**config.mk**
```make
export PLATFORM = sky130hd
export DESIGN_NAME = elmc_ctrl
export DESIGN_NICKNAME = d
export VERILOG_FILES = /design/src/elmc_pkg.sv /design/src/elmc_rules.sv /design/src/elmc_ctrl.sv
export SDC_FILE = /design/constraint.sdc
export NUM_CORES = 1
export LEC_CHECK = 0
export ABC_CLOCK_PERIOD_IN_PS = 10200
export BUFFER_PORTS_ARGS = -buffer_cell sky130_fd_sc_hd__buf_4
export CORE_MARGIN = 4
export CORE_UTILIZATION = 40
export CTS_BUF_LIST = sky130_fd_sc_hd__clkbuf_2
export DETAILED_ROUTE_END_ITERATION = 8
export PLACE_DENSITY = 0.68
export SYNTH_ARGS = -nofsm -noshare
export SYNTH_HDL_FRONTEND = slang
export SYNTH_HIERARCHICAL = 1
export SYNTH_SLANG_ARGS = --single-unit
```
**constraint.sdc**
```tcl
create_clock -name clk_i -period 10.2 [get_ports clk_i]
set_input_delay 2.04 -clock clk_i [delete_from_list [all_inputs] [get_ports clk_i]]
set_output_delay 2.04 -clock clk_i [all_outputs]
set_load 0.03 [all_outputs]
```
**src/elmc_pkg.sv**
```systemverilog
// ----------------------------------------------------------------------------
// elmc_pkg
// Shared types and constants of the exclusion lattice Monte Carlo update block.
// ----------------------------------------------------------------------------
package elmc_pkg;

  // Fixed port widths
  localparam int OPCODE_W     = 3;
  localparam int CFG_IDX_W    = 3;
  localparam int SITE_COUNT_W = 32;

  // Configuration register indexes
  localparam logic [CFG_IDX_W-1:0] CFG_NUM_SITES   = 3'd0;
  localparam logic [CFG_IDX_W-1:0] CFG_ENTRY_PROB  = 3'd1;
  localparam logic [CFG_IDX_W-1:0] CFG_EXIT_PROB   = 3'd2;
  localparam logic [CFG_IDX_W-1:0] CFG_ATTACH_PROB = 3'd3;
  localparam logic [CFG_IDX_W-1:0] CFG_DETACH_PROB = 3'd4;

  // Request opcodes
  typedef enum logic [OPCODE_W-1:0] {
    OP_UPDATE = 3'd0,
    OP_ACCUM  = 3'd1,
    OP_READ   = 3'd2,
    OP_LOAD   = 3'd3,
    OP_CLEAR  = 3'd4
  } op_e;

  // Sequencer states
  typedef enum logic [3:0] {
    ST_INIT,
    ST_IDLE,
    ST_UPD_RJ,
    ST_UPD_RI,
    ST_UPD_RI1,
    ST_UPD_CAP,
    ST_UPD_WJ,
    ST_UPD_WI,
    ST_UPD_WI1,
    ST_ACC,
    ST_CLR,
    ST_RD_OUT,
    ST_RD_CAP
  } ctrl_state_e;

  // Inputs to the site update rules
  typedef struct packed {
    logic bit_j;      // lattice at j before the request
    logic bit_i;      // lattice at i before the request
    logic bit_i1;     // lattice at i+1 before the request
    logic att_hit;    // u_bulk below attach probability
    logic det_hit;    // u_bulk below detach probability
    logic ent_hit;    // u_edge below entry probability
    logic ext_hit;    // u_edge below exit probability
    logic i_is_zero;
    logic i_is_last;
    logic i_eq_j;
    logic i1_eq_j;
  } rule_in_t;

  // Values written back by an update
  typedef struct packed {
    logic new_j;
    logic new_i;
    logic new_i1;
    logic wr_i1;      // i+1 takes part in a hop
  } rule_out_t;

endpackage

```
**src/elmc_rules.sv**
```systemverilog
// ----------------------------------------------------------------------------
// elmc_rules
// Site update rules: bulk attach/detach at j, then injection, exit or hop at i.
// ----------------------------------------------------------------------------
module elmc_rules (
  input  elmc_pkg::rule_in_t  rin_i,
  output elmc_pkg::rule_out_t rout_o
);

  logic new_j;
  logic eff_i;
  logic eff_i1;

  // Bulk kinetics at j
  assign new_j = rin_i.bit_j ? ~rin_i.det_hit : rin_i.att_hit;

  // Lattice at i and i+1 as seen after the bulk step
  assign eff_i  = rin_i.i_eq_j  ? new_j : rin_i.bit_i;
  assign eff_i1 = rin_i.i1_eq_j ? new_j : rin_i.bit_i1;

  // Transport step: injection first, then exit, else a forward hop
  always_comb begin
    rout_o.new_j  = new_j;
    rout_o.new_i  = eff_i;
    rout_o.new_i1 = eff_i1;
    rout_o.wr_i1  = 1'b0;
    if (rin_i.i_is_zero && !eff_i && rin_i.ent_hit) begin
      rout_o.new_i = 1'b1;
    end else if (rin_i.i_is_last) begin
      rout_o.new_i = eff_i & ~rin_i.ext_hit;
    end else if (eff_i && !eff_i1) begin
      rout_o.new_i  = 1'b0;
      rout_o.new_i1 = 1'b1;
      rout_o.wr_i1  = 1'b1;
    end
  end

endmodule

```
**src/elmc_ctrl.sv**
```systemverilog
// ----------------------------------------------------------------------------
// elmc_ctrl
// Request sequencer: read-modify-write of the lattice and counter memories,
// counter sweeps and the clearing pass after reset.
// ----------------------------------------------------------------------------
module elmc_ctrl #(
  parameter int MAX_SITES   = 1024,
  parameter int COUNT_WIDTH = 32,
  parameter int PROB_BITS   = 16,
  localparam int AW         = $clog2(MAX_SITES),
  localparam int NS_W       = AW + 1,
  localparam int PW         = PROB_BITS + 1
) (
  input  logic                               clk_i,
  input  logic                               rst_ni,
  // Request
  input  logic                               start,
  output logic                               busy,
  input  logic [elmc_pkg::OPCODE_W-1:0]      opcode_i,
  input  logic [AW-1:0]                      hop_site_i,
  input  logic [AW-1:0]                      bulk_site_i,
  input  logic [PROB_BITS-1:0]               u_bulk_i,
  input  logic [PROB_BITS-1:0]               u_edge_i,
  input  logic                               load_bit_i,
  // Configuration
  input  logic [NS_W-1:0]                    sites_i,
  input  logic [PW-1:0]                      entry_prob_i,
  input  logic [PW-1:0]                      exit_prob_i,
  input  logic [PW-1:0]                      attach_prob_i,
  input  logic [PW-1:0]                      detach_prob_i,
  // Result
  output logic                               done_o,
  output logic                               occupied_o,
  output logic [elmc_pkg::SITE_COUNT_W-1:0]  site_count_o,
  output logic                               status_o,
  // Lattice memory
  output logic                               lat_we_o,
  output logic [AW-1:0]                      lat_waddr_o,
  output logic                               lat_wdata_o,
  output logic [AW-1:0]                      lat_raddr_o,
  input  logic                               lat_rdata_i,
  // Counter memory
  output logic                               cnt_we_o,
  output logic [AW-1:0]                      cnt_waddr_o,
  output logic [COUNT_WIDTH-1:0]             cnt_wdata_o,
  output logic [AW-1:0]                      cnt_raddr_o,
  input  logic [COUNT_WIDTH-1:0]             cnt_rdata_i
);

  elmc_pkg::ctrl_state_e state_q, state_d;

  // Request registers
  elmc_pkg::op_e        op_q;
  logic [AW-1:0]        i_q;
  logic [AW-1:0]        j_q;
  logic [PROB_BITS-1:0] ub_q;
  logic [PROB_BITS-1:0] ue_q;
  logic                 iok_q;

  // Sweep counter and pending counter write
  logic [NS_W-1:0] k_q;
  logic            pend_q;
  logic [AW-1:0]   paddr_q;

  // Captured lattice bits for an update
  logic bj_q, bi_q, bi1_q;

  // Result registers
  logic                              done_q;
  logic                              occ_q;
  logic [elmc_pkg::SITE_COUNT_W-1:0] cnt_q;
  logic                              status_q;

  // Combinational controls
  logic                              accept;
  logic                              in_i_ok;
  logic                              in_j_ok;
  logic                              k_below_n;
  logic                              k_at_end;
  logic                              res_set;
  logic                              res_occ;
  logic [elmc_pkg::SITE_COUNT_W-1:0] res_cnt;
  logic                              res_status;
  logic [COUNT_WIDTH-1:0]            cnt_sat;

  elmc_pkg::rule_in_t  rin;
  elmc_pkg::rule_out_t rout;

  assign busy      = (state_q != elmc_pkg::ST_IDLE);
  assign accept    = start && !busy;
  assign in_i_ok   = {1'b0, hop_site_i} < sites_i;
  assign in_j_ok   = {1'b0, bulk_site_i} < sites_i;
  assign k_below_n = k_q < sites_i;
  assign k_at_end  = (k_q == NS_W'(MAX_SITES - 1));

  // Saturating increment for the accumulate sweep
  assign cnt_sat = (&cnt_rdata_i) ? cnt_rdata_i
                                  : cnt_rdata_i + COUNT_WIDTH'(lat_rdata_i);

  // Update rule inputs
  assign rin.bit_j     = bj_q;
  assign rin.bit_i     = bi_q;
  assign rin.bit_i1    = bi1_q;
  assign rin.att_hit   = {1'b0, ub_q} < attach_prob_i;
  assign rin.det_hit   = {1'b0, ub_q} < detach_prob_i;
  assign rin.ent_hit   = {1'b0, ue_q} < entry_prob_i;
  assign rin.ext_hit   = {1'b0, ue_q} < exit_prob_i;
  assign rin.i_is_zero = (i_q == '0);
  assign rin.i_is_last = ({1'b0, i_q} == sites_i - NS_W'(1));
  assign rin.i_eq_j    = (i_q == j_q);
  assign rin.i1_eq_j   = (({1'b0, i_q} + NS_W'(1)) == {1'b0, j_q});

  elmc_rules u_rules (
    .rin_i  (rin),
    .rout_o (rout)
  );

  // Next state
  always_comb begin
    state_d = state_q;
    case (state_q)
      elmc_pkg::ST_INIT: begin
        if (k_at_end) state_d = elmc_pkg::ST_IDLE;
      end
      elmc_pkg::ST_IDLE: begin
        if (accept) begin
          case (elmc_pkg::op_e'(opcode_i))
            elmc_pkg::OP_UPDATE: begin
              if (in_i_ok && in_j_ok) state_d = elmc_pkg::ST_UPD_RJ;
              else if (in_i_ok) state_d = elmc_pkg::ST_RD_OUT;
            end
            elmc_pkg::OP_ACCUM: state_d = elmc_pkg::ST_ACC;
            elmc_pkg::OP_READ: begin
              if (in_i_ok) state_d = elmc_pkg::ST_RD_OUT;
            end
            elmc_pkg::OP_CLEAR: state_d = elmc_pkg::ST_CLR;
            default: state_d = elmc_pkg::ST_IDLE;
          endcase
        end
      end
      elmc_pkg::ST_UPD_RJ:  state_d = elmc_pkg::ST_UPD_RI;
      elmc_pkg::ST_UPD_RI:  state_d = elmc_pkg::ST_UPD_RI1;
      elmc_pkg::ST_UPD_RI1: state_d = elmc_pkg::ST_UPD_CAP;
      elmc_pkg::ST_UPD_CAP: state_d = elmc_pkg::ST_UPD_WJ;
      elmc_pkg::ST_UPD_WJ:  state_d = elmc_pkg::ST_UPD_WI;
      elmc_pkg::ST_UPD_WI:  state_d = elmc_pkg::ST_UPD_WI1;
      elmc_pkg::ST_UPD_WI1: state_d = elmc_pkg::ST_IDLE;
      elmc_pkg::ST_ACC: begin
        if (!k_below_n) state_d = elmc_pkg::ST_RD_OUT;
      end
      elmc_pkg::ST_CLR: begin
        if (k_at_end) state_d = elmc_pkg::ST_RD_OUT;
      end
      elmc_pkg::ST_RD_OUT: state_d = elmc_pkg::ST_RD_CAP;
      elmc_pkg::ST_RD_CAP: state_d = elmc_pkg::ST_IDLE;
      default: state_d = elmc_pkg::ST_INIT;
    endcase
  end

  // Memory controls and result
  always_comb begin
    lat_we_o    = 1'b0;
    lat_waddr_o = i_q;
    lat_wdata_o = 1'b0;
    lat_raddr_o = i_q;
    cnt_we_o    = 1'b0;
    cnt_waddr_o = k_q[AW-1:0];
    cnt_wdata_o = '0;
    cnt_raddr_o = i_q;
    res_set     = 1'b0;
    res_occ     = 1'b0;
    res_cnt     = '0;
    res_status  = 1'b0;
    case (state_q)
      elmc_pkg::ST_INIT: begin
        lat_we_o    = 1'b1;
        lat_waddr_o = k_q[AW-1:0];
        cnt_we_o    = 1'b1;
      end
      elmc_pkg::ST_IDLE: begin
        if (accept) begin
          case (elmc_pkg::op_e'(opcode_i))
            elmc_pkg::OP_UPDATE: begin
              // a bad bulk site alone still reports the hop site
              if (!in_i_ok) begin
                res_set    = 1'b1;
                res_status = 1'b1;
              end
            end
            elmc_pkg::OP_READ: begin
              if (!in_i_ok) begin
                res_set    = 1'b1;
                res_status = 1'b1;
              end
            end
            elmc_pkg::OP_LOAD: begin
              res_set = 1'b1;
              if (in_i_ok) begin
                lat_we_o    = 1'b1;
                lat_waddr_o = hop_site_i;
                lat_wdata_o = load_bit_i;
                res_occ     = load_bit_i;
              end else begin
                res_status = 1'b1;
              end
            end
            elmc_pkg::OP_ACCUM, elmc_pkg::OP_CLEAR: ;
            default: begin
              res_set    = 1'b1;
              res_status = 1'b1;
            end
          endcase
        end
      end
      elmc_pkg::ST_UPD_RJ:  lat_raddr_o = j_q;
      elmc_pkg::ST_UPD_RI:  lat_raddr_o = i_q;
      elmc_pkg::ST_UPD_RI1: lat_raddr_o = i_q + AW'(1);
      elmc_pkg::ST_UPD_CAP: ;
      elmc_pkg::ST_UPD_WJ: begin
        lat_we_o    = 1'b1;
        lat_waddr_o = j_q;
        lat_wdata_o = rout.new_j;
      end
      elmc_pkg::ST_UPD_WI: begin
        lat_we_o    = 1'b1;
        lat_waddr_o = i_q;
        lat_wdata_o = rout.new_i;
      end
      elmc_pkg::ST_UPD_WI1: begin
        lat_we_o    = rout.wr_i1;
        lat_waddr_o = i_q + AW'(1);
        lat_wdata_o = rout.new_i1;
        res_set     = 1'b1;
        res_occ     = rout.new_i;
      end
      elmc_pkg::ST_ACC: begin
        // Read site k while the counter of site k-1 is written back
        lat_raddr_o = k_q[AW-1:0];
        cnt_raddr_o = k_q[AW-1:0];
        cnt_we_o    = pend_q;
        cnt_waddr_o = paddr_q;
        cnt_wdata_o = cnt_sat;
      end
      elmc_pkg::ST_CLR: cnt_we_o = 1'b1;
      elmc_pkg::ST_RD_OUT: ;
      elmc_pkg::ST_RD_CAP: begin
        res_set = 1'b1;
        res_occ = iok_q & lat_rdata_i;
        // an update only gets here when its bulk site is out of range
        res_status = (op_q == elmc_pkg::OP_UPDATE);
        if (op_q == elmc_pkg::OP_READ) begin
          res_cnt = elmc_pkg::SITE_COUNT_W'(cnt_rdata_i);
        end
      end
      default: ;
    endcase
  end

  // State and sweep registers
  always_ff @(posedge clk_i or negedge rst_ni) begin
    if (!rst_ni) begin
      state_q <= elmc_pkg::ST_INIT;
      k_q     <= '0;
      pend_q  <= 1'b0;
      done_q  <= 1'b0;
    end else begin
      state_q <= state_d;
      done_q  <= res_set;
      case (state_q)
        elmc_pkg::ST_INIT, elmc_pkg::ST_CLR: begin
          k_q <= k_at_end ? '0 : k_q + NS_W'(1);
        end
        elmc_pkg::ST_IDLE: begin
          k_q    <= '0;
          pend_q <= 1'b0;
        end
        elmc_pkg::ST_ACC: begin
          pend_q <= k_below_n;
          if (k_below_n) k_q <= k_q + NS_W'(1);
        end
        default: ;
      endcase
    end
  end

  // Payload registers
  always_ff @(posedge clk_i) begin
    if (accept) begin
      op_q  <= elmc_pkg::op_e'(opcode_i);
      i_q   <= hop_site_i;
      j_q   <= bulk_site_i;
      ub_q  <= u_bulk_i;
      ue_q  <= u_edge_i;
      iok_q <= in_i_ok;
    end
    if (state_q == elmc_pkg::ST_ACC) paddr_q <= k_q[AW-1:0];
    if (state_q == elmc_pkg::ST_UPD_RI)  bj_q  <= lat_rdata_i;
    if (state_q == elmc_pkg::ST_UPD_RI1) bi_q  <= lat_rdata_i;
    if (state_q == elmc_pkg::ST_UPD_CAP) bi1_q <= lat_rdata_i;
    if (res_set) begin
      occ_q    <= res_occ;
      cnt_q    <= res_cnt;
      status_q <= res_status;
    end
  end

  assign done_o       = done_q;
  assign occupied_o   = occ_q;
  assign site_count_o = cnt_q;
  assign status_o     = status_q;

endmodule

```
==> run metrics, run 1 <==
number of fill cells in the layout 2,201; clock period minus worst slack 7710 ps; post-detail-place hpwl 24,700 um; required time of the worst setup path 8160 ps; remaining routing DRC violations 0; crit-path max cell delay 650 ps; post-synthesis register bit count 120; top cell type by total area after synthesis sky130_fd_sc_hd__edfxtp_1; main flop type after synthesis sky130_fd_sc_hd__edfxtp_1; vias in the first global route 8,929; post-detailed-route count of antenna-violating nets 0; slew at the pin closest to its max-slew limit 1190 ps; Cell variety after synth 73; ranking of synthesized cells by area sky130_fd_sc_hd__edfxtp_1 (32%), sky130_fd_sc_hd__ha_1 (12%), sky130_fd_sc_hd__dfrtp_1 (4.5%), sky130_fd_sc_hd__xnor2_1 (4.1%), sky130_fd_sc_hd__inv_1 (4.1%); total routing usage reported by global routing 23.0%; Static Leakage 5.32 nW; CTS clk-pin slew, worst paths 200 ps; min-delay src pend_q; Post-Synthesis Net Count 1,334; Sum Neg Setup Slack 0 ps; total length of routed wires 31,600 um; number of enable-type register cells in the synthesized netlist 103; CP Cell Sequence buf_4 > inv_1 > ha_1 > or3b_1 > nand3b_1 > xnor2_1 > nor2_1 > a211o_1 > a211oi_1 > nor3b_1 > a21oi_1 > a311oi_1 > a31o_1 > mux2i_1 > nor2_1 > a21oi_1 > nand2_1 > buf_4; power density cells 206 mW/mm^2; Layout Area Growth over Synthesis 27.5%; final standard cell area without fillers 0.0122 mm^2; count of hold buffers inserted by post-cts repair 0; kind of capture point of the worst setup path output pin; worst hold margin 554 ps; number of cells upsized or downsized after cts 0; Reg-to-Reg Start state_q[0]; share of synthesized flip-flops with an asynchronous set or reset 14.2%; Buffers & Inverters on Critical Path 3; TritonCTS clock tree built; worst hold path endpoint pend_q; data arrival time of the critical path 5670 ps; peak clock frequency supported by timing 130 MHz; area of the core region 0.0235 mm^2; Setup-failing EPs final 0; CTS root buf sky130_fd_sc_hd__clkbuf_2; unrepaired setup endpoints after global routing false; Worst Hold Depth 1; worst setup path category in -> out; wire length of the first global-routing pass 48,000 um; total congestion overflow 0; post-synth top area share 32.4%; final worst setup slack 2490 ps; Num CTS Buffers 17; clock tree sinks 120; family with the most delay on the worst path compound AO/OA/AOI/OAI gates; number of maximum-capacitance constraint violations 0; number of cells produced by synthesis 1,069; Max VDD drop 0.211 mV; Power, Total 2.50 mW; wire per inst 19.0 um; most frequent cells in the layout sky130_fd_sc_hd__buf_4 (284), sky130_fd_sc_hd__inv_1 (103), sky130_fd_sc_hd__edfxtp_1 (103); violation count after the first detailed-routing iteration 746; I/O pin count 282; layout cell share with drive strength beyond 1 24.9%; kind of start point of the critical path primary input; most common cell after layout, fill and taps aside sky130_fd_sc_hd__buf_4; Final GP Congestion 0.964; Mapped Avg Cell Area 8.92 um^2; cell with the largest stage delay on the worst path sky130_fd_sc_hd__a211oi_1; Worst Hold Class reg -> reg; Initial DRT Pass Iterations 5; worst-case clock buffer depth 2; initial cell density of the core 40.6%; summed instance area of the synthesized netlist 0.00954 mm^2; number of buffers added on ports 281; dpl cells 1,631; Std-Cell Rows 56; nets 1,596; Ys Warns 6; total die area 0.0264 mm^2; count of pins over their slew limit 0; final hold vios 0; CP max FO 5; worst slew slack as a fraction of its limit 20.0%; ratio of routed vias to standard cells 5.51; worst slack at placement 2580 ps; number of cells traversed by the worst register-to-register path 5; final instance count without filler cells 1,665; Register-to-Register Setup Slack 5830 ps; clock latency at the later pin of the worst-skew pair 750 ps; core utilization of the finished layout 51.8%; run status finished, final reports clean; maximum number of pins on one net before global-route repair 58; initial antenna violation count 1; Post-CTS Setup Repair Bufs 0; DR vias 9,173; Die Wd 162 um; Clock Skew 64.6 ps; Vert. Die Dim 162 um; sequential area share after synthesis 36.9%; fraction of the cycle the final worst path needs 75.6%; number of H-tree branching levels 4; Critical R2R Capture site_count_o[19]; placed inst area 0.0119 mm^2
==> cells by family after synthesis <==
logic type                 Yosys count  synth area share, %
muxes                                9                0.957
buffers and inverters              145                 5.98
and+or+nand+nor                    389                 21.4
adders and majority gates           94                 12.3
DFF                                120                 36.9
AOI/OAI and AO/OA                  253                 17.0
xor gates and xnor gates            59                 5.42
==> state kept, by name (all words and copies together) (netlist names) <==
name          cells
site_count_o     32
ub_q             16
ue_q             16
k_q              11
i_q              10
j_q              10
paddr_q          10
state_q           4
op_q              3
bi1_q             1
bi_q              1
bj_q              1
done_o            1
iok_q             1
occupied_o        1
pend_q            1
status_o          1
==> report_power, final <==
part	internal, mW	leakage, nW	switching (mW)	total [mW]
registers	0.669	1.18	0.131	0.800
clock network	0.140	0.154	0.204	0.343
logic	0.481	3.99	0.875	1.36
total	1.29	5.32	1.21	2.50
==> metal layers <==
layer / routed length (um) / track usage [%] / vias to the layer above / share of wire [%]
met2: 14900 / 37.6 / 360 / 47
met4: 951 / 8.19 / 0 / 3.0
met5: 0 / 0 / - / 0
met1: 13500 / 30.3 / 4304 / 43
li1: - / - / 4458 / -
met3: 2290 / 4.73 / 51 / 7.3
==> worst max path at each step <==
stage / cells after the start / to / startpoint / slack [ps]
global route: 18 / lat_wdata_o / sites_i[1] / 2210
global placement: 18 / lat_wdata_o / sites_i[1] / 2790
detailed placement: 18 / lat_wdata_o / sites_i[1] / 2580
CTS: 18 / lat_wdata_o / sites_i[1] / 2580
floorplan: 16 / lat_wdata_o / sites_i[1] / 3300
finish: 18 / lat_wdata_o / sites_i[1] / 2490
==> synthesized netlist by cell type, drive strengths merged (6+ instances only) <==
| library cell | instances |
|---|---|
| inv | 104 |
| edfxtp | 103 |
| ha | 94 |
| nand2 | 86 |
| o21ai | 77 |
| nor2 | 70 |
| nor3 | 62 |
| a21oi | 61 |
| xnor2 | 45 |
| nand3 | 34 |
| and2 | 32 |
| clkbuf | 24 |
| nand4 | 20 |
| buf | 17 |
| dfrtp | 17 |
| a21o | 15 |
| or3 | 15 |
| xor2 | 14 |
| nand2b | 11 |
| nor4 | 11 |
| o22ai | 11 |
| o311ai | 10 |
| a211oi | 9 |
| o2111ai | 9 |
| and3 | 8 |
| mux2i | 8 |
| nor2b | 8 |
| or4 | 8 |
| or2 | 7 |
| a211o | 6 |
| a31oi | 6 |
| o211ai | 6 |
==> layout make-up <==
| type | count | area [um^2] | area share [%] |
|---|---|---|---|
| clock buffer | 20 | 100 | 0.823 |
| multi-input combinational | 804 | 5470 | 45.0 |
| clock inverter | 12 | 150 | 1.23 |
| timing repair buffer | 284 | 2130 | 17.5 |
| tap | 319 | 399 | 3.28 |
| antenna | 2 | 5.00 | 0.0411 |
| sequential | 120 | 3520 | 28.9 |
| inverter | 104 | 390 | 3.21 |
No activity file was read; power rests on OpenSTA's default activity.
==> run 2, diff against run 1 <==
--- a/config.mk
+++ b/config.mk
@@ -5,7 +5,7 @@
 export SDC_FILE = /design/constraint.sdc
 export NUM_CORES = 1
 export LEC_CHECK = 0
-export ABC_CLOCK_PERIOD_IN_PS = 10200
+export ABC_CLOCK_PERIOD_IN_PS = 7600
 export BUFFER_PORTS_ARGS = -buffer_cell sky130_fd_sc_hd__buf_4
 export CORE_MARGIN = 4
 export CORE_UTILIZATION = 40
==> constraint.sdc (replaced) <==
create_clock -name clk_i -period 7.6 [get_ports clk_i]
set_input_delay 1.52 -clock clk_i [delete_from_list [all_inputs] [get_ports clk_i]]
set_output_delay 1.52 -clock clk_i [all_outputs]
set_load 0.03 [all_outputs]
==> run metrics, run 2 (synthesis gave the netlist of run 1 again) <==
run status finished, final reports clean; kind of capture point of the worst setup path output pin; Buffers & Inverters on Critical Path 3; TritonCTS clock tree built; Std-Cell Rows 56; clock latency at the later pin of the worst-skew pair 730 ps; unrepaired setup endpoints after global routing false; most common cell after layout, fill and taps aside sky130_fd_sc_hd__buf_4; most frequent cells in the layout sky130_fd_sc_hd__buf_4 (284), sky130_fd_sc_hd__inv_1 (103), sky130_fd_sc_hd__edfxtp_1 (103); worst slack at placement 1000 ps; Sum Neg Setup Slack 0 ps; layout cell share with drive strength beyond 1 24.8%; final instance count without filler cells 1,664; kind of start point of the critical path primary input; cell with the largest stage delay on the worst path sky130_fd_sc_hd__a211oi_1; CTS root buf sky130_fd_sc_hd__clkbuf_2; Layout Area Growth over Synthesis 27.6%; final hold vios 0; Clock Skew 57.9 ps; vias in the first global route 9,183; CP Cell Sequence buf_4 > inv_1 > ha_1 > or3b_1 > nand3b_1 > nor3_1 > a21oi_1 > a211o_1 > a211oi_1 > nor3b_1 > a21oi_1 > a311oi_1 > a31o_1 > mux2i_1 > nor2_1 > a21oi_1 > nand2_1 > buf_4; initial cell density of the core 40.6%; fraction of the cycle the final worst path needs 87.5%; Initial DRT Pass Iterations 5; family with the most delay on the worst path compound AO/OA/AOI/OAI gates; Final GP Congestion 0.952; violation count after the first detailed-routing iteration 833; DR vias 9,243; Worst Hold Class reg -> reg; area of the core region 0.0235 mm^2; maximum number of pins on one net before global-route repair 58; Worst setup endpoint lat_wdata_o; Reg-to-Reg Start state_q[0]; CTS clk-pin slew, worst paths 190 ps; worst slew slack as a fraction of its limit 21.0%; wire length of the first global-routing pass 49,200 um; final worst setup slack 953 ps; Max VDD drop 0.296 mV; Vert. Die Dim 162 um; clock tree sinks 120; number of maximum-capacitance constraint violations 0; total length of routed wires 32,000 um; Reg area 0.00352 mm^2; number of H-tree branching levels 4; power density cells 277 mW/mm^2; worst-case clock buffer depth 2; number of cells traversed by the worst register-to-register path 5; Critical R2R Capture site_count_o[10]; clock period minus worst slack 6650 ps; most used cell along the critical path sky130_fd_sc_hd__a21oi_1; peak clock frequency supported by timing 150 MHz; required time of the worst setup path 6080 ps; Static Leakage 5.32 nW; total routing usage reported by global routing 23.4%; dpl cells 1,631; I/O pin count 282; total die area 0.0264 mm^2; ratio of routed vias to standard cells 5.55; number of buffers added on ports 281; total congestion overflow 0; slew at the pin closest to its max-slew limit 1180 ps; count of hold buffers inserted by post-cts repair 0; Crit path depth 18; Register-to-Register Setup Slack 3210 ps; Die Wd 162 um; area of the multi-input gates 0.00547 mm^2; number of fill cells in the layout 2,265; worst setup path startpoint sites_i[1]; nets 1,596; count of pins over their slew limit 0; crit-path max cell delay 620 ps; data arrival time of the critical path 5130 ps; Post-CTS Setup Repair Bufs 0; remaining routing DRC violations 0; Setup-failing EPs final 0; worst setup path category in -> out; wire per inst 19.2 um; initial antenna violation count 1; number of cells upsized or downsized after cts 0; Worst Hold Depth 1; post-detailed-route count of antenna-violating nets 0; Num CTS Buffers 17; CP max FO 5; flip-flop count of the largest register, all copies and words added 32; post-detail-place hpwl 24,900 um
-- run 2: changes by cell type in the layout (fill, tap and decap cells not counted), sizes merged --
| cell | previous run | this run |
|---|---|---|
| clkinvlp | 1 | 2 |
| clkbuf | 20 | 17 |
| diode | 2 | 1 |
| inv | 106 | 108 |
-- run 2: area by class of cell --
type | instances | area share [%]
diodes | 1 | 0.0206
clock buffers | 17 | 0.699
clock inverters | 15 | 1.42
inverters | 104 | 3.21
multi-input cells | 804 | 44.9
flip-flops and latches | 120 | 28.9
well taps | 319 | 3.28
repair buffers | 284 | 17.5
-- run 2: worst min-delay path by stage --
stage / start / to / slack, ps
2_1_floorplan: pend_q / pend_q / 470
3_3_place_gp: pend_q / pend_q / 520
3_5_place_dp: pend_q / pend_q / 510
4_1_cts: pend_q / pend_q / 550
5_1_grt: rst_ni / done_o / 560
6_report: pend_q / pend_q / 550
-- run 2: layer usage --
| metal | routed length, um | track usage (%) | part of all wire [%] | up-vias |
|---|---|---|---|---|
| li1 | - | - | - | 4452 |
| met5 | 0 | 0 | 0 | - |
| met1 | 13700 | 30.7 | 43 | 4373 |
| met2 | 15400 | 39.0 | 48 | 372 |
| met3 | 2050 | 4.45 | 6.4 | 46 |
| met4 | 907 | 8.00 | 2.8 | 0 |
-- run 2: power by group --
| group | internal, mW | switching (mW) | total [mW] |
|---|---|---|---|
| clock network | 0.184 | 0.285 | 0.470 |
| logic | 0.646 | 1.18 | 1.83 |
| registers | 0.899 | 0.176 | 1.08 |
| total | 1.73 | 1.64 | 3.37 |
-- run 2: per-stage QoR --
stage | utilization (%) | hold WS [ps] | power, mW | cell area (um^2)
global route | 51.8 | 563 | 3.57 | 12200
global placement | 50.7 | 517 | 2.89 | 11900
floorplan | - | 474 | 2.20 | 9540
CTS | 51.8 | 554 | 3.38 | 12200
finish | 51.8 | 547 | 3.37 | 12200
detailed placement | 50.7 | 514 | 2.91 | 11900
